### src/rtl/wls_pkg.sv
// Shared types, codes and constants of the WebSocket link supervisor.
package wls_pkg;

    localparam int unsigned MaxBackoffMs  = 60000;
    localparam int unsigned DefaultBaseMs = 1000;
    localparam int unsigned AttemptBits   = 8;
    localparam int unsigned CfgW          = 24;
    localparam int unsigned TimeW         = 32;
    localparam int unsigned DelayW        = $clog2(MaxBackoffMs + 1);

    typedef enum logic [1:0] {
        MODE_DISC       = 2'd0,
        MODE_CONNECTING = 2'd1,
        MODE_CONNECTED  = 2'd2,
        MODE_CLOSING    = 2'd3
    } mode_e_t;

    typedef enum logic [2:0] {
        ACT_NONE   = 3'd0,
        ACT_START  = 3'd1,
        ACT_CLOSE  = 3'd2,
        ACT_PING   = 3'd3,
        ACT_PONG   = 3'd4,
        ACT_OPEN   = 3'd5,
        ACT_MSG    = 3'd6,
        ACT_NCLOSE = 3'd7
    } act_e_t;

    typedef enum logic [3:0] {
        CMD_CONNECT    = 4'd0,
        CMD_DISCONNECT = 4'd1,
        CMD_SERVICE    = 4'd2,
        CMD_POLL       = 4'd3,
        CMD_TRANSPORT  = 4'd4,
        CMD_WS_OPEN    = 4'd5,
        CMD_MESSAGE    = 4'd6,
        CMD_CONTROL    = 4'd7,
        CMD_ERROR      = 4'd8,
        CMD_CLOSED     = 4'd9
    } cmd_e_t;

    typedef enum logic [1:0] {
        CFG_RECONNECT_BASE = 2'd0,
        CFG_PING_PERIOD    = 2'd1,
        CFG_STALE_LIMIT    = 2'd2
    } cfg_idx_e_t;

    localparam logic [3:0] OpcPing  = 4'd9;
    localparam logic [3:0] OpcClose = 4'd8;

    typedef enum logic [2:0] {
        ST_IDLE,
        ST_BACKOFF,
        ST_APPLY,
        ST_OUT_FIRST,
        ST_OUT_SECOND
    } state_e_t;

    // Controller to datapath
    typedef struct packed {
        logic load;
        logic step;
        logic apply;
        logic sel_second;
    } ctl_cmd_t;

    // Datapath to controller
    typedef struct packed {
        logic bo_done;
        logic two_results;
    } dp_stat_t;

endpackage

### src/rtl/wls_ctrl.sv
// Sequencing state machine of the link supervisor: accept, backoff, apply, emit.
module wls_ctrl
    import wls_pkg::*;
(
    input  logic     aclk,
    input  logic     aresetn,
    input  logic     s_tvalid,
    output logic     s_tready,
    output logic     m_tvalid,
    input  logic     m_tready,
    output logic     m_tlast,
    output ctl_cmd_t cmd_o,
    input  dp_stat_t stat_i
);

    state_e_t state_reg, state_next;

    always_ff @(posedge aclk) begin
        if (!aresetn) begin
            state_reg <= ST_IDLE;
        end else begin
            state_reg <= state_next;
        end
    end

    always_comb begin
        state_next = state_reg;
        cmd_o      = '0;
        s_tready   = 1'b0;
        m_tvalid   = 1'b0;
        m_tlast    = 1'b0;
        unique case (state_reg)
            ST_IDLE: begin
                s_tready = 1'b1;
                if (s_tvalid) begin
                    cmd_o.load = 1'b1;
                    state_next = ST_BACKOFF;
                end
            end
            ST_BACKOFF: begin
                if (stat_i.bo_done) begin
                    state_next = ST_APPLY;
                end else begin
                    cmd_o.step = 1'b1;
                end
            end
            ST_APPLY: begin
                cmd_o.apply = 1'b1;
                state_next  = ST_OUT_FIRST;
            end
            ST_OUT_FIRST: begin
                m_tvalid = 1'b1;
                m_tlast  = !stat_i.two_results;
                if (m_tready) begin
                    state_next = stat_i.two_results ? ST_OUT_SECOND : ST_IDLE;
                end
            end
            ST_OUT_SECOND: begin
                m_tvalid         = 1'b1;
                m_tlast          = 1'b1;
                cmd_o.sel_second = 1'b1;
                if (m_tready) begin
                    state_next = ST_IDLE;
                end
            end
            default: begin
                state_next = ST_IDLE;
            end
        endcase
    end

endmodule

### src/rtl/wls_datapath.sv
// Link state, configuration registers, iterative backoff unit and result registers.
module wls_datapath
    import wls_pkg::*;
(
    input  logic              aclk,
    input  logic              aresetn,
    input  ctl_cmd_t          cmd_i,
    output dp_stat_t          stat_o,
    input  logic              cfg_valid,
    input  logic [1:0]        cfg_index,
    input  logic [CfgW-1:0]   cfg_data,
    input  logic [3:0]        command,
    input  logic [TimeW-1:0]  now_ms,
    input  logic              target_given,
    input  logic              link_ok,
    input  logic [3:0]        frame_opcode,
    output logic [2:0]        action,
    output logic [1:0]        link_state
);

    localparam logic [AttemptBits-1:0] AttemptMax = '1;
    localparam logic [DelayW-1:0]      CapD       = DelayW'(MaxBackoffMs);

    // Configuration
    logic [CfgW-1:0] base_reg, ping_reg, stale_reg;

    always_ff @(posedge aclk) begin
        if (!aresetn) begin
            base_reg  <= CfgW'(5000);
            ping_reg  <= CfgW'(15000);
            stale_reg <= CfgW'(30000);
        end else if (cfg_valid) begin
            unique case (cfg_idx_e_t'(cfg_index))
                CFG_RECONNECT_BASE: base_reg  <= cfg_data;
                CFG_PING_PERIOD:    ping_reg  <= cfg_data;
                CFG_STALE_LIMIT:    stale_reg <= cfg_data;
                default: ;
            endcase
        end
    end

    // Held item
    cmd_e_t           cmd_reg;
    logic [TimeW-1:0] now_reg;
    logic             tgt_reg, ok_reg;
    logic [3:0]       opc_reg;

    always_ff @(posedge aclk) begin
        if (cmd_i.load) begin
            cmd_reg <= cmd_e_t'(command);
            now_reg <= now_ms;
            tgt_reg <= target_given;
            ok_reg  <= link_ok;
            opc_reg <= frame_opcode;
        end
    end

    // Link state
    mode_e_t                mode_reg, mode_next;
    logic                   tgt_state_reg, tgt_state_next;
    logic [AttemptBits-1:0] att_reg, att_next;
    logic [TimeW-1:0]       last_att_reg, last_att_next;
    logic [TimeW-1:0]       last_ping_reg, last_ping_next;
    logic [TimeW-1:0]       last_rx_reg, last_rx_next;

    // Results
    act_e_t act0_reg, act0_next, act1_reg, act1_next;
    logic   two_reg, two_next;

    // Backoff unit: one doubling per cycle, clamped to the cap
    logic [CfgW-1:0]        base_eff;
    logic [DelayW-1:0]      bo_d_reg;
    logic [AttemptBits-1:0] bo_i_reg;
    logic [CfgW:0]          bo_sum;
    logic                   bo_over;
    logic [DelayW:0]        bo_dbl;

    assign base_eff = (base_reg == '0) ? CfgW'(DefaultBaseMs) : base_reg;
    assign bo_sum   = (CfgW + 1)'(bo_d_reg) + {1'b0, base_eff};
    assign bo_over  = bo_sum > (CfgW + 1)'(MaxBackoffMs);
    assign bo_dbl   = {bo_d_reg, 1'b0};

    always_ff @(posedge aclk) begin
        if (cmd_i.load) begin
            bo_d_reg <= (base_eff > CfgW'(MaxBackoffMs)) ? CapD : base_eff[DelayW-1:0];
            bo_i_reg <= '0;
        end else if (cmd_i.step) begin
            bo_d_reg <= (bo_dbl > (DelayW + 1)'(MaxBackoffMs)) ? CapD : bo_dbl[DelayW-1:0];
            bo_i_reg <= bo_i_reg + AttemptBits'(1);
        end
    end

    assign stat_o.bo_done     = (bo_i_reg == att_reg) || bo_over;
    assign stat_o.two_results = two_reg;

    // Step evaluation
    logic             live;
    logic [TimeW-1:0] since_att, since_ping, since_rx;
    logic             in_wait, may_attempt, ping_hit, stale_hit;

    always_comb begin
        live        = mode_reg != MODE_DISC;
        since_att   = now_reg - last_att_reg;
        since_ping  = now_reg - last_ping_reg;
        since_rx    = now_reg - last_rx_reg;
        in_wait     = (last_att_reg != '0) && (since_att < TimeW'(bo_d_reg));
        may_attempt = tgt_state_reg && !live && !in_wait && (base_reg != '0);
        ping_hit    = (mode_reg == MODE_CONNECTED) && (ping_reg != '0) &&
                      (since_ping >= TimeW'(ping_reg));
        stale_hit   = (mode_reg == MODE_CONNECTED) && (stale_reg != '0) &&
                      (since_rx > TimeW'(stale_reg));

        mode_next      = mode_reg;
        tgt_state_next = tgt_state_reg;
        att_next       = att_reg;
        last_att_next  = last_att_reg;
        last_ping_next = last_ping_reg;
        last_rx_next   = last_rx_reg;
        act0_next      = ACT_NONE;
        act1_next      = ACT_NONE;
        two_next       = 1'b0;

        unique case (cmd_reg)
            CMD_CONNECT: begin
                if (tgt_reg) begin
                    tgt_state_next = 1'b1;
                    att_next       = AttemptBits'(1);
                    last_att_next  = now_reg;
                    mode_next      = ok_reg ? MODE_CONNECTING : MODE_DISC;
                    act0_next      = ACT_START;
                end
            end
            CMD_DISCONNECT: begin
                if (live) begin
                    mode_next = MODE_CLOSING;
                    if (mode_reg == MODE_CONNECTED) begin
                        act0_next = ACT_CLOSE;
                    end
                end
            end
            CMD_SERVICE: begin
                if (may_attempt) begin
                    last_att_next = now_reg;
                    att_next      = (att_reg == AttemptMax) ? att_reg
                                                            : att_reg + AttemptBits'(1);
                    mode_next     = ok_reg ? MODE_CONNECTING : MODE_DISC;
                    act0_next     = ACT_START;
                end
            end
            CMD_POLL: begin
                if (ping_hit) begin
                    last_ping_next = now_reg;
                    act0_next      = ACT_PING;
                end
                if (stale_hit) begin
                    mode_next = MODE_CLOSING;
                    if (ping_hit) begin
                        act1_next = ACT_CLOSE;
                        two_next  = 1'b1;
                    end else begin
                        act0_next = ACT_CLOSE;
                    end
                end
            end
            CMD_TRANSPORT: begin
                if (live) begin
                    mode_next = MODE_CONNECTING;
                end
            end
            CMD_WS_OPEN: begin
                if (live) begin
                    mode_next      = MODE_CONNECTED;
                    last_rx_next   = now_reg;
                    last_ping_next = now_reg;
                    att_next       = '0;
                    act0_next      = ACT_OPEN;
                end
            end
            CMD_MESSAGE: begin
                if (live) begin
                    last_rx_next = now_reg;
                    act0_next    = ACT_MSG;
                end
            end
            CMD_CONTROL: begin
                if (live) begin
                    last_rx_next = now_reg;
                    if (opc_reg == OpcPing) begin
                        act0_next = ACT_PONG;
                    end else if (opc_reg == OpcClose) begin
                        mode_next = MODE_CLOSING;
                    end
                end
            end
            CMD_ERROR: begin
                if (live) begin
                    mode_next = MODE_DISC;
                end
            end
            CMD_CLOSED: begin
                if (live) begin
                    mode_next = MODE_DISC;
                    act0_next = ACT_NCLOSE;
                end
            end
            default: ;
        endcase
    end

    always_ff @(posedge aclk) begin
        if (!aresetn) begin
            mode_reg      <= MODE_DISC;
            tgt_state_reg <= 1'b0;
            att_reg       <= '0;
            last_att_reg  <= '0;
            last_ping_reg <= '0;
            last_rx_reg   <= '0;
            two_reg       <= 1'b0;
        end else if (cmd_i.apply) begin
            mode_reg      <= mode_next;
            tgt_state_reg <= tgt_state_next;
            att_reg       <= att_next;
            last_att_reg  <= last_att_next;
            last_ping_reg <= last_ping_next;
            last_rx_reg   <= last_rx_next;
            two_reg       <= two_next;
        end
    end

    always_ff @(posedge aclk) begin
        if (cmd_i.apply) begin
            act0_reg <= act0_next;
            act1_reg <= act1_next;
        end
    end

    assign action     = cmd_i.sel_second ? act1_reg : act0_reg;
    assign link_state = mode_reg;

endmodule

### src/rtl/websocket_link_supervisor.sv
// Top level of the WebSocket link supervisor: controller, datapath and checks.
//
//  channel  | direction | beat moves                        | done when
//  ---------+-----------+-----------------------------------+-----------------------
//  s_       | in        | one timestamped link event        | s_tvalid & s_tready
//  m_       | out       | one action with the link state    | m_tvalid & m_tready
//  cfg_     | in        | one register write (index, data)  | cfg_valid & cfg_ready
//
// One event at a time: accept, then the backoff unit (one doubling per cycle until the attempt
// count is reached or the delay plus the base exceeds the cap, then it is seen done), then
// apply, then one or two result beats, each of which may wait on m_tready.
// Reset is synchronous on aresetn low; no clearing pass is needed.
// A stalled result beat holds m_tdata and m_tlast; s_tready stays low until
// the last beat of the event has gone.
module websocket_link_supervisor
    import wls_pkg::*;
(
    input  logic        aclk,
    input  logic        aresetn,
    input  logic        s_tvalid,
    output logic        s_tready,
    // [31:0] now_ms, [32] target_given, [33] link_ok, [37:34] frame_opcode, [39:38] zero
    input  logic [39:0] s_tdata,
    // [3:0] command
    input  logic [3:0]  s_tuser,
    output logic        m_tvalid,
    input  logic        m_tready,
    // [2:0] action, [4:3] link_state, [7:5] zero
    output logic [7:0]  m_tdata,
    output logic        m_tlast,
    input  logic        cfg_valid,
    output logic        cfg_ready,
    input  logic [1:0]  cfg_index,
    input  logic [23:0] cfg_data
);

    ctl_cmd_t   ctl_cmd;
    dp_stat_t   dp_stat;
    logic [2:0] action;
    logic [1:0] link_state;

    // Registers take a write in any cycle; the user must write only while idle, the block does not enforce it.
    assign cfg_ready = 1'b1;

    wls_ctrl u_ctrl (
        .aclk     (aclk),
        .aresetn  (aresetn),
        .s_tvalid (s_tvalid),
        .s_tready (s_tready),
        .m_tvalid (m_tvalid),
        .m_tready (m_tready),
        .m_tlast  (m_tlast),
        .cmd_o    (ctl_cmd),
        .stat_i   (dp_stat)
    );

    wls_datapath u_dp (
        .aclk         (aclk),
        .aresetn      (aresetn),
        .cmd_i        (ctl_cmd),
        .stat_o       (dp_stat),
        .cfg_valid    (cfg_valid),
        .cfg_index    (cfg_index),
        .cfg_data     (cfg_data),
        .command      (s_tuser),
        .now_ms       (s_tdata[31:0]),
        .target_given (s_tdata[32]),
        .link_ok      (s_tdata[33]),
        .frame_opcode (s_tdata[37:34]),
        .action       (action),
        .link_state   (link_state)
    );

    // Pack the result beat: action lowest, then the link state.
    assign m_tdata = {3'b000, link_state, action};

    // Never take an event while a result is on offer.
    a_no_overlap: assert property (@(posedge aclk) disable iff (!aresetn)
        !(s_tready && m_tvalid))
        else $error("input ready while a result is pending");

    // An accepted event is not answered in the very next cycle.
    a_accept_gap: assert property (@(posedge aclk) disable iff (!aresetn)
        (s_tvalid && s_tready) |=> !m_tvalid)
        else $error("result offered straight after accept");

    // The final beat of an event returns the block to idle.
    a_last_idle: assert property (@(posedge aclk) disable iff (!aresetn)
        (m_tvalid && m_tready && m_tlast) |=> (s_tready && !m_tvalid))
        else $error("block not idle after the last result beat");

endmodule
### config.mk
export PLATFORM = sky130hd
export DESIGN_NAME = websocket_link_supervisor
export DESIGN_NICKNAME = d
export VERILOG_FILES = /design/src/rtl/wls_pkg.sv /design/src/rtl/wls_ctrl.sv /design/src/rtl/wls_datapath.sv /design/src/rtl/websocket_link_supervisor.sv
export SDC_FILE = /design/constraint.sdc
export NUM_CORES = 1
export LEC_CHECK = 0
export BUFFER_PORTS_ARGS = -buffer_cell sky130_fd_sc_hd__buf_2
export CAP_MARGIN = 20
export CORE_MARGIN = 2
export CORE_UTILIZATION = 65
export CTS_CLUSTER_DIAMETER = 40
export DETAILED_ROUTE_END_ITERATION = 8
export GPL_ROUTABILITY_DRIVEN = 0
export PLACE_DENSITY = 0.81
export SLEW_MARGIN = 10
export SYNTH_ARGS = -nofsm -noshare
export SYNTH_HDL_FRONTEND = slang
export SYNTH_SLANG_ARGS = --single-unit
export TNS_END_PERCENT = 30
### constraint.sdc
create_clock -name aclk -period 9.7 [get_ports aclk]
set_input_delay 1.455 -clock aclk [delete_from_list [all_inputs] [get_ports aclk]]
set_output_delay 1.455 -clock aclk [all_outputs]
set_load 0.01 [all_outputs]
# Word level (Yosys, flattened, before mapping)
# Index checks and enable logic that the tools add are counted.
[totals] ff_bits=255 inputBits=75 out_inout_bits=12 wordCells=169
[op_classes] n_addsub=6 n_lt_le_gt_ge=6 n_eq_ne=36 n_mux=61 n_reduce_logical=40
[ops] cell="32-bit 2-to-1 mux" n=4
[ops] cell="32-bit one-hot mux with 2 select lines" n=2
[ops] cell="32-bit subtractor" n=3
[ops] cell="24-bit nonzero test" n=3
[ops] cell="16-bit 2-to-1 mux" n=4
[ops] cell="3-bit 2-to-1 mux" n=13
[ops] cell="32-bit by 24-bit >= comparator with 1-bit output" n=1
[ops] cell="32-bit by 24-bit > comparator with 1-bit output" n=1
[ops] cell="32-bit by 16-bit less-than comparator with 1-bit output" n=1
[ops] cell="8-bit 2-to-1 mux" n=4
[ops] cell="32-bit nonzero test" n=1
[ops] cell="2-bit 2-to-1 mux" n=14
[ops] cell="16-bit by 24-bit adder with 25-bit output" n=1
[ops] cell="25-bit by 16-bit > comparator with 1-bit output (second input constant)" n=1
[ops] cell="24-bit by 16-bit > comparator with 1-bit output (second input constant)" n=1
[ops] cell="24-bit logical NOT" n=1
[ops] cell="24-bit 2-to-1 mux" n=1
[ops] cell="3-bit one-hot mux with 8 select lines" n=1
[ops] cell="8-bit one-hot mux with 3 select lines" n=1
[ops] cell="2-bit by 1-bit inequality test with 1-bit output (second input constant)" n=10
[ops] cell="17-bit by 16-bit > comparator with 1-bit output (second input constant)" n=1
[ops] cell="8-bit by 1-bit adder with 8-bit output (second input constant)" n=2
[ops] cell="4-bit by 3-bit equality test with 1-bit output (second input constant)" n=4
[ops] cell="4-bit equality test (second input constant)" n=4
[ops] cell="30 further kinds" n=70

# Depth between registers and ports, before layout
# Gate-level depths: netlist (run 1).
[logic_depth] word_depth=9 mapped_depth=28 mapped_depth_nobuf=26

# Modules after synthesis
# A second synthesis (run 1) with hierarchy kept.
[hier_totals] cells_unflattened=2310 hier_area_um2=18733.0
[modules_own_cells] mod="wls_datapath" instances=1 cells_per_inst=2277 area_each_um2=18459.0
[modules_own_cells] mod="wls_ctrl" instances=1 cells_per_inst=27 area_each_um2=236.5
[modules_own_cells] mod="websocket_link_supervisor" instances=1 cells_per_inst=6 area_each_um2=37.5

# Worst setup path after synthesis (run 1)
# No wires, ideal clock.
[synth_path] path_kind="register to register" start="reg u_dp.now_reg[0]" end="reg u_dp.last_att_reg[10]" setup_ps=72 t_arrival_ps=4395 required_time_ps=9628 path_slack_ps=5233 path_stages_with_launch=29 n_path_buf=2 synth_period_minus_slack_ps=4467 cell_sequence="edfxtp_1 > inv_1 > ha_1 > inv_1 > fa_1 > a211oi_1 > o21ai_0 > nor2_1 > o21a_1 > nor2b_1 > o21a_1 > o21ai_0 > nand2b_1 > a21oi_1 > xnor2_1 > ha_1 > a21oi_1 > nor2b_1 > o21ai_0 > o21ai_0 > nor4_1 > o2111ai_1 > nor4_1 > nand4_1 > nand3_1 > a21o_1 > buf_6 > buf_8 > mux2i_1"
[synth_via] elab_chain_cells=8
[synth_rtl] element="start, declared" line="wls_datapath.sv:44" text="logic [TimeW-1:0] now_reg;"
[synth_rtl] element="start signal, assigned" line="wls_datapath.sv:51" text="now_reg <= now_ms;"
[synth_rtl] element="32-bit subtractor" line="wls_datapath.sv:103" text="since_att = now_reg - last_att_reg;"
[synth_rtl] element="32-bit by 16-bit less-than comparator with 1-bit output" line="wls_datapath.sv:106" text="in_wait = (last_att_reg != '0) && (since_att < TimeW'(bo_d_reg));"
[synth_rtl] element="1-bit logical AND" line="wls_datapath.sv:106"
[synth_rtl] element="1-bit logical NOT" line="wls_datapath.sv:107" text="may_attempt = tgt_state_reg && !live && !in_wait && (base_reg != '0);"
[synth_rtl] element="1-bit logical AND (2 in series)" line="wls_datapath.sv:107"
[synth_rtl] element="2-bit by 1-bit inequality test with 1-bit output (no source line)"
[synth_rtl] element="4-bit AND reduction (no source line)"
[synth_rtl] element="end signal, assigned" line="wls_datapath.sv:223" text="last_att_reg <= last_att_next;"
[synth_rtl] element="end, declared" line="wls_datapath.sv:62" text="logic [TimeW-1:0] last_att_reg, last_att_next;"
# Every way passes these cells.
# A chain may end at the register's enable or synchronous reset.

# Worst setup path after layout (run 1)
[layout_path] start="reg u_dp.now_reg[0]" end="reg u_dp.att_reg[7]"
[layout_via] elab_chain_cells=8
[layout_rtl] element="32-bit subtractor" line="wls_datapath.sv:103"
[layout_rtl] element="32-bit by 16-bit less-than comparator with 1-bit output" line="wls_datapath.sv:106"
[layout_rtl] element="1-bit logical AND" line="wls_datapath.sv:106"
[layout_rtl] element="1-bit logical NOT" line="wls_datapath.sv:107"
[layout_rtl] element="1-bit logical AND (2 in series)" line="wls_datapath.sv:107"
[layout_rtl] element="2-bit by 1-bit inequality test with 1-bit output (no source line)"
[layout_rtl] element="6-bit AND reduction (no source line)"
[layout_rtl] element="end signal, assigned" line="wls_datapath.sv:222" text="att_reg <= att_next;"
[layout_rtl] element="end, declared" line="wls_datapath.sv:61" text="logic [AttemptBits-1:0] att_reg, att_next;"
# Every way passes these cells.

==> impl_metrics.tcl, run 1 <==
set metrics [dict create \
    port_buffers 80 \
    worstHoldPathType "reg -> reg" \
    rsz0062_at_grt "false" \
    finish.utilization_pct 71.1 \
    cts_root_buf "clkbuf_16" \
    ant_nets 0 \
    syn_area_per_cell_um2 8.10 \
    p_clk_share_pct 40.3 \
    totalPowerFinal_mw 3.17 \
    r2r_slack_ns 3.80 \
    grt_pass1_vias 16100 \
    end_kind "flop" \
    crit_start "u_dp.now_reg[0]$_DFFE_PP_" \
    setup_viol 0 \
    clock.fmax_mhz 169 \
    max-cap-violations 0 \
    core_um2 28500 \
    synth_edf_count 62 \
    path_class "reg -> reg" \
    wl_per_cell_um 18.1 \
    place_area_um2 19100 \
    netlist_area_um2 18700 \
    start_kind "flop" \
    seq_power_share_pct 37.3 \
    antenna_found_initial 1 \
    fin_worst_skew_ns 0.0136 \
    post-place-ws_ns 3.93 \
    p_int_mw 2.15 \
    grt_pass1_wl_um 79900 \
    vias_per_cell 6.22 \
    synthArstFlopShare_pct 0 \
    p_leak_nw 7.93 \
    setup_ws_ns 3.80 \
    synthCells 2309 \
    timing.rr.end "u_dp.att_reg[7]$_SDFFE_PN0P_" \
    cts.sinks 253 \
    dp_hpwl_um 37100 \
    cts-resized-gates 0 \
    cp_max_fo 12 \
    timing.slew.headroom_pct 27.8 \
    clk_pin_slew_ns 0.06 \
    critPathMostFrequentCell "o21ai_0" \
    reg2reg_depth 26 \
    finalHoldViolCount 0 \
    die_w_um 174 \
    switching_share_pct 32.1 \
    vias 17000 \
    period_share_pct 60.9 \
    p_sw_mw 1.02 \
    grt_usage_pct 32.1 \
    crit_buf_inv 2 \
    grt_max_degree 124 \
    slowest_stage "o21ai_1" \
    rows 62 \
    status "complete, no violations" \
    finalMaxSlewViolations 0 \
    layout_commonest_cell "nand2_1" \
    yosysSeqAreaShare_pct 30.4 \
    ios 87 \
    tightestPinTransition_ns 1.08 \
    ys_warn_count 0 \
    area_growth_syn_to_layout_pct 8.56 \
    timing.rr.start "u_dp.now_reg[0]$_DFFE_PP_" \
    h-tree-depth 2 \
    cts_tree "yes" \
    initial_utilization_pct 65.5 \
    synth_top_flop_cell "dfxtp_1" \
    numCtsBuffers 35 \
    period_needed_ns 5.90 \
    die_h_um 174 \
    wirelength_um 49600 \
    drt-initial-drc-count 1438 \
    grt_remaining_overflow 0 \
    clockBufferDepth 3 \
    ir_drop_v 0.000240 \
    cp_data_required_time_ns 10.10 \
    clock_latency_ns 0.52 \
    final_nets 2579 \
    die_area_um2 30100 \
    ys_ff_latch 253 \
    design_area_um2 20300 \
    power_frac_comb_pct 22.4 \
    endpoint "u_dp.att_reg[7]$_SDFFE_PN0P_" \
    first_pass_iters 8 \
    drcViolationCount 0 \
    cts_setup_buffers 0 \
    final_cell_mix "nand2_1, dfxtp_1, inv_1, ha_1, a21oi_1" \
    cp.depth 26 \
    layout-drive-gt1-share_pct 8.76 \
    synth.distinct_cells 102 \
    setup_tns_ns 0 \
    worstPathArrival_ns 6.31 \
    ctsHoldBuffers 0 \
    pwr_density_cell_nw_per_um2 156 \
    slowest_delay_ns 0.76 \
    critical_path.top_delay_family "compound AO/OA/AOI/OAI gates" \
]
[how the worst min path moves through the flow]
stage	endpoint	slack (ns)	start	depth (start not counted)
after global placement	u_dp.last_ping_reg[2]$_SDFFE_PN0P_	0.44	u_dp.last_ping_reg[2]$_SDFFE_PN0P_	2
final	u_dp.last_ping_reg[20]$_SDFFE_PN0P_	0.46	u_dp.last_ping_reg[20]$_SDFFE_PN0P_	2
after CTS	u_dp.last_ping_reg[14]$_SDFFE_PN0P_	0.46	u_dp.last_ping_reg[14]$_SDFFE_PN0P_	2
after global routing	u_dp.last_ping_reg[24]$_SDFFE_PN0P_	0.46	u_dp.last_ping_reg[24]$_SDFFE_PN0P_	2
after detailed placement	u_dp.last_ping_reg[14]$_SDFFE_PN0P_	0.45	u_dp.last_ping_reg[14]$_SDFFE_PN0P_	2
after floorplan	u_dp.last_ping_reg[10]$_SDFFE_PN0P_	0.43	u_dp.last_ping_reg[10]$_SDFFE_PN0P_	2
[power by group through the flow]
stage	combinational (mW)	clock [mW]	sequential, mW
finish	0.711	1.28	1.18
global route	0.789	1.33	1.19
CTS	0.698	1.29	1.18
detailed placement	0.691	0	1.20
global placement	0.667	0	1.20
floorplan	0.540	0	1.17
[stage by stage]
stage	std cells	hold slack, ns
after floorplan	2311	0.435
after detailed placement	2672	0.447
final	2737	0.460
after global placement	2671	0.445
after global routing	2736	0.465
after CTS	2736	0.461
[per-layer routing]
metal | global-route usage [%] | wire [um] | vias to the layer above
met3 | 4.61 | 3750 | 142
met5 | 0 | 0 | -
met4 | 12.1 | 1890 | 0
li1 | - | - | 8252
met2 | 54.7 | 23400 | 726
met1 | 41.3 | 20600 | 7901
[cells by family after synthesis]
| family | share of synthesized area (%) |
|---|---|
| buffers and inverters | 6.68 |
| AO/OA/AOI/OAI | 21.3 |
| other | 0.0402 |
| AND/OR/NAND/NOR | 20.8 |
| multiplexers | 4.03 |
| XOR/XNOR | 4.64 |
| flip-flops | 30.4 |
| adder cells (fa/ha/maj) | 12.1 |
[Yosys cell counts (25+ instances only)]
cell type / count / share of area (%)
inv_1: 185 / 3.7
xnor2_1: 51 / 2.4
nor3_1: 44 / 1.2
o21ai_0: 66 / 1.8
and3_1: 25 / 0.84
mux2i_1: 73 / 3.9
a21o_1: 47 / 1.9
ha_1: 175 / 12
nor2_1: 101 / 2.0
edfxtp_1: 62 / 10
xor2_1: 48 / 2.2
o211ai_1: 37 / 1.5
nor4_1: 41 / 1.4
a21boi_0: 93 / 3.7
dfxtp_1: 191 / 20
clkbuf_1: 77 / 1.5
nand3_1: 58 / 1.6
a21oi_1: 125 / 3.3
nand2_1: 415 / 8.3
nand4_1: 39 / 1.3
[final cells by class]
class,instances,area [um2]
antenna,1,2.50
clock buffer,37,915
clock inverter,27,255
fill,2296,8240
inverter,187,702
multi-input combinational,1760,11800
sequential,253,5690
tap,384,480
timing repair buffer,88,467
[tightest hold or removal path: cells and delay by family (launching register included)]
family / cells / cell delay, ns
flops: 1 / 0.31
simple gates: 1 / 0.05
mux: 1 / 0.05
No activity file was read; power rests on OpenSTA's default activity.
==> inputs of run 2 (changes only) <==
Settings changed: CORE_UTILIZATION 65 to 57, PLACE_DENSITY 0.81 to 0.75.
Clock period 9.7 ns to 5.2 ns, I/O delays scaled along.
==> impl_metrics.tcl, run 2 (same netlist as run 1, synthesis figures left out) <==
set metrics [dict create \
    tightestPinTransition_ns 1.04 \
    timing.rr.end "u_dp.last_ping_reg[0]$_SDFFE_PN0P_" \
    ir_drop_v 0.000255 \
    post-place-ws_ns 0.0705 \
    cts_tree "yes" \
    p_sw_mw 1.92 \
    r2r_slack_ns 0.27 \
    hold_start "s_tdata[35]" \
    numCtsBuffers 39 \
    dp.cells 2747 \
    pwr_density_cell_nw_per_um2 297 \
    place_area_um2 19400 \
    die_w_um 185 \
    p_leak_nw 8.17 \
    timing.slew.headroom_pct 30.6 \
    wirelength_um 50400 \
    grt_usage_pct 29.2 \
    clockBufferDepth 3 \
    design_area_um2 20900 \
    vias 17100 \
    area_growth_syn_to_layout_pct 11.6 \
    min_path_cells 1 \
    cts.sinks 253 \
    vias_per_cell 6.05 \
    grt_pass1_wl_um 80000 \
    status "complete, no violations" \
    end_kind "flop" \
    worstHoldPathType "in -> reg" \
    seq_power_share_pct 35.5 \
    path_cells "buf_4 > ha_1 > or4_1 > o22ai_2 > o31a_1 > nor2_1 > o21ai_0 > nand2b_1 > a21oi_1 > xnor2_1 > ha_1 > a21o_1 > a21o_1 > a21oi_1 > o21ai_0 > a221o_1 > nor4_2 > a41o_2 > a21oi_4 > buf_12 > mux2i_1" \
    antenna_found_initial 0 \
    h-tree-depth 2 \
    power_frac_comb_pct 22.0 \
    worstPathArrival_ns 5.35 \
    worstHoldEndpoint "u_dp.opc_reg[1]$_DFFE_PP_" \
    clock_latency_ns 0.56 \
    port_buffers 80 \
    dp_hpwl_um 37800 \
    setup_viol 0 \
    first_pass_iters 5 \
    slowest_stage "or4_1" \
    drt-initial-drc-count 1256 \
    cp_data_required_time_ns 5.62 \
    crit_buf_inv 2 \
    clk_pin_slew_ns 0.06 \
    ios 87 \
    ant_nets 0 \
    grt_max_degree 147 \
    slowest_delay_ns 0.55 \
    core_um2 32500 \
    finalHoldViolCount 0 \
    wl_per_cell_um 17.8 \
    num_antenna_cells 0 \
    rows 66 \
    die_area_um2 34300 \
    critical_path.top_delay_family "compound AO/OA/AOI/OAI gates" \
    cts_root_buf "clkbuf_16" \
    num-fill-cells 2690 \
    path_class "reg -> reg" \
    layout_commonest_cell "nand2_1" \
    finalMaxSlewViolations 0 \
    drcViolationCount 0 \
    layout-drive-gt1-share_pct 10.3 \
    die_h_um 185 \
    fin_worst_skew_ns 0.0259 \
    p_clk_share_pct 42.5 \
    reg2reg_depth 21 \
    timing.rr.start "u_dp.now_reg[3]$_DFFE_PP_" \
    switching_share_pct 30.9 \
    max-cap-violations 0 \
    period_share_pct 94.8 \
    final_nets 2608 \
    period_needed_ns 4.93 \
    initial_utilization_pct 57.6 \
    grt_pass1_vias 15900 \
    clock.fmax_mhz 203 \
    setup_ws_ns 0.269 \
    p_int_mw 4.28 \
    cp_max_fo 32 \
    start_kind "flop" \
    final_cell_mix "nand2_1, dfxtp_1, inv_1, ha_1, a21oi_1" \
    final_cells 2826 \
    setup_tns_ns 0 \
    finish.utilization_pct 64.3 \
    grt_remaining_overflow 0 \
]
[run 2: cell count changes in the layout (fill, tap and decap cells not counted), sizes merged]
cell	previous run	this run
clkinv	11	12
buf	88	111
diode	1	0
inv	199	195
clkbuf	37	48
bufinv	1	2
[run 2: timing repair]
item / in CTS / in global routing
buffers inserted: 0 / 5
hold buffers: 0 / 0
endpoints found under the setup margin: 0 / 78
gates resized for setup: 0 / 19
[run 2: power groups by stage]
stage	Combinational, mW	Sequential (mW)	Clock (mW)
finish	1.36	2.20	2.63
global route	1.52	2.21	2.75
CTS	1.33	2.20	2.66
detailed placement	1.32	2.24	0
global placement	1.27	2.23	0
floorplan	1.01	2.19	0
[run 2: stage by stage]
| step | power, mW | hold slack (ns) |
|---|---|---|
| floorplan | 3.20 | 0.435 |
| detailed placement | 3.55 | 0.446 |
| global route | 6.48 | 0.397 |
| global placement | 3.51 | 0.444 |
| CTS | 6.19 | 0.389 |
| finish | 6.20 | 0.400 |
[run 2: final cells by class]
| class | instances | area (um2) | area share [%] |
|---|---|---|---|
| Sequential cell | 253 | 5690 | 27.2 |
| Clock inverter | 25 | 249 | 1.19 |
| Inverter | 187 | 702 | 3.36 |
| Timing Repair Buffer | 113 | 731 | 3.50 |
| Clock buffer | 46 | 1090 | 5.20 |
| Multi-Input combinational cell | 1760 | 11900 | 56.9 |
| Tap cell | 442 | 553 | 2.65 |
[run 2: layer usage]
| layer | up-vias | GRT usage [%] | share of wire [%] |
|---|---|---|---|
| met2 | 635 | 47.4 | 45 |
| met5 | - | 0 | 0 |
| met4 | 0 | 15.4 | 4.9 |
| li1 | 8290 | - | - |
| met1 | 8007 | 37.9 | 43 |
| met3 | 154 | 3.76 | 6.6 |
[run 2: worst reg2reg max path, stage by stage (launching register included)]
cell	delay, ns
edfxtp_1	0.51
buf_4	0.22
ha_1	0.22
or4_1	0.55
o22ai_2	0.23
o31a_1	0.21
nor2_1	0.07
o21ai_0	0.14
nand2b_1	0.07
a21oi_1	0.20
xnor2_1	0.18
ha_1	0.29
a21o_1	0.19
a21o_1	0.17
a21oi_1	0.15
o21ai_0	0.14
a221o_1	0.37
nor4_2	0.14
a41o_2	0.31
a21oi_4	0.08
buf_12	0.21
mux2i_1	0.16
[run 2: how the worst max path moves through the flow]
stage	from	end	slack (ns)	depth (start not counted)
final	u_dp.now_reg[3]$_DFFE_PP_	u_dp.last_ping_reg[0]$_SDFFE_PN0P_	0.27	21
after global routing	u_dp.now_reg[0]$_DFFE_PP_	u_dp.last_ping_reg[0]$_SDFFE_PN0P_	-0.009	24
after CTS	u_dp.now_reg[0]$_DFFE_PP_	u_dp.link_state[1]$_SDFFE_PN0P_	0.04	23
after detailed placement	u_dp.now_reg[0]$_DFFE_PP_	u_dp.link_state[1]$_SDFFE_PN0P_	0.07	23
after global placement	u_dp.now_reg[0]$_DFFE_PP_	u_dp.last_att_reg[29]$_SDFFE_PN0P_	0.15	27
after floorplan	u_dp.now_reg[0]$_DFFE_PP_	u_dp.last_att_reg[10]$_SDFFE_PN0P_	0.73	28
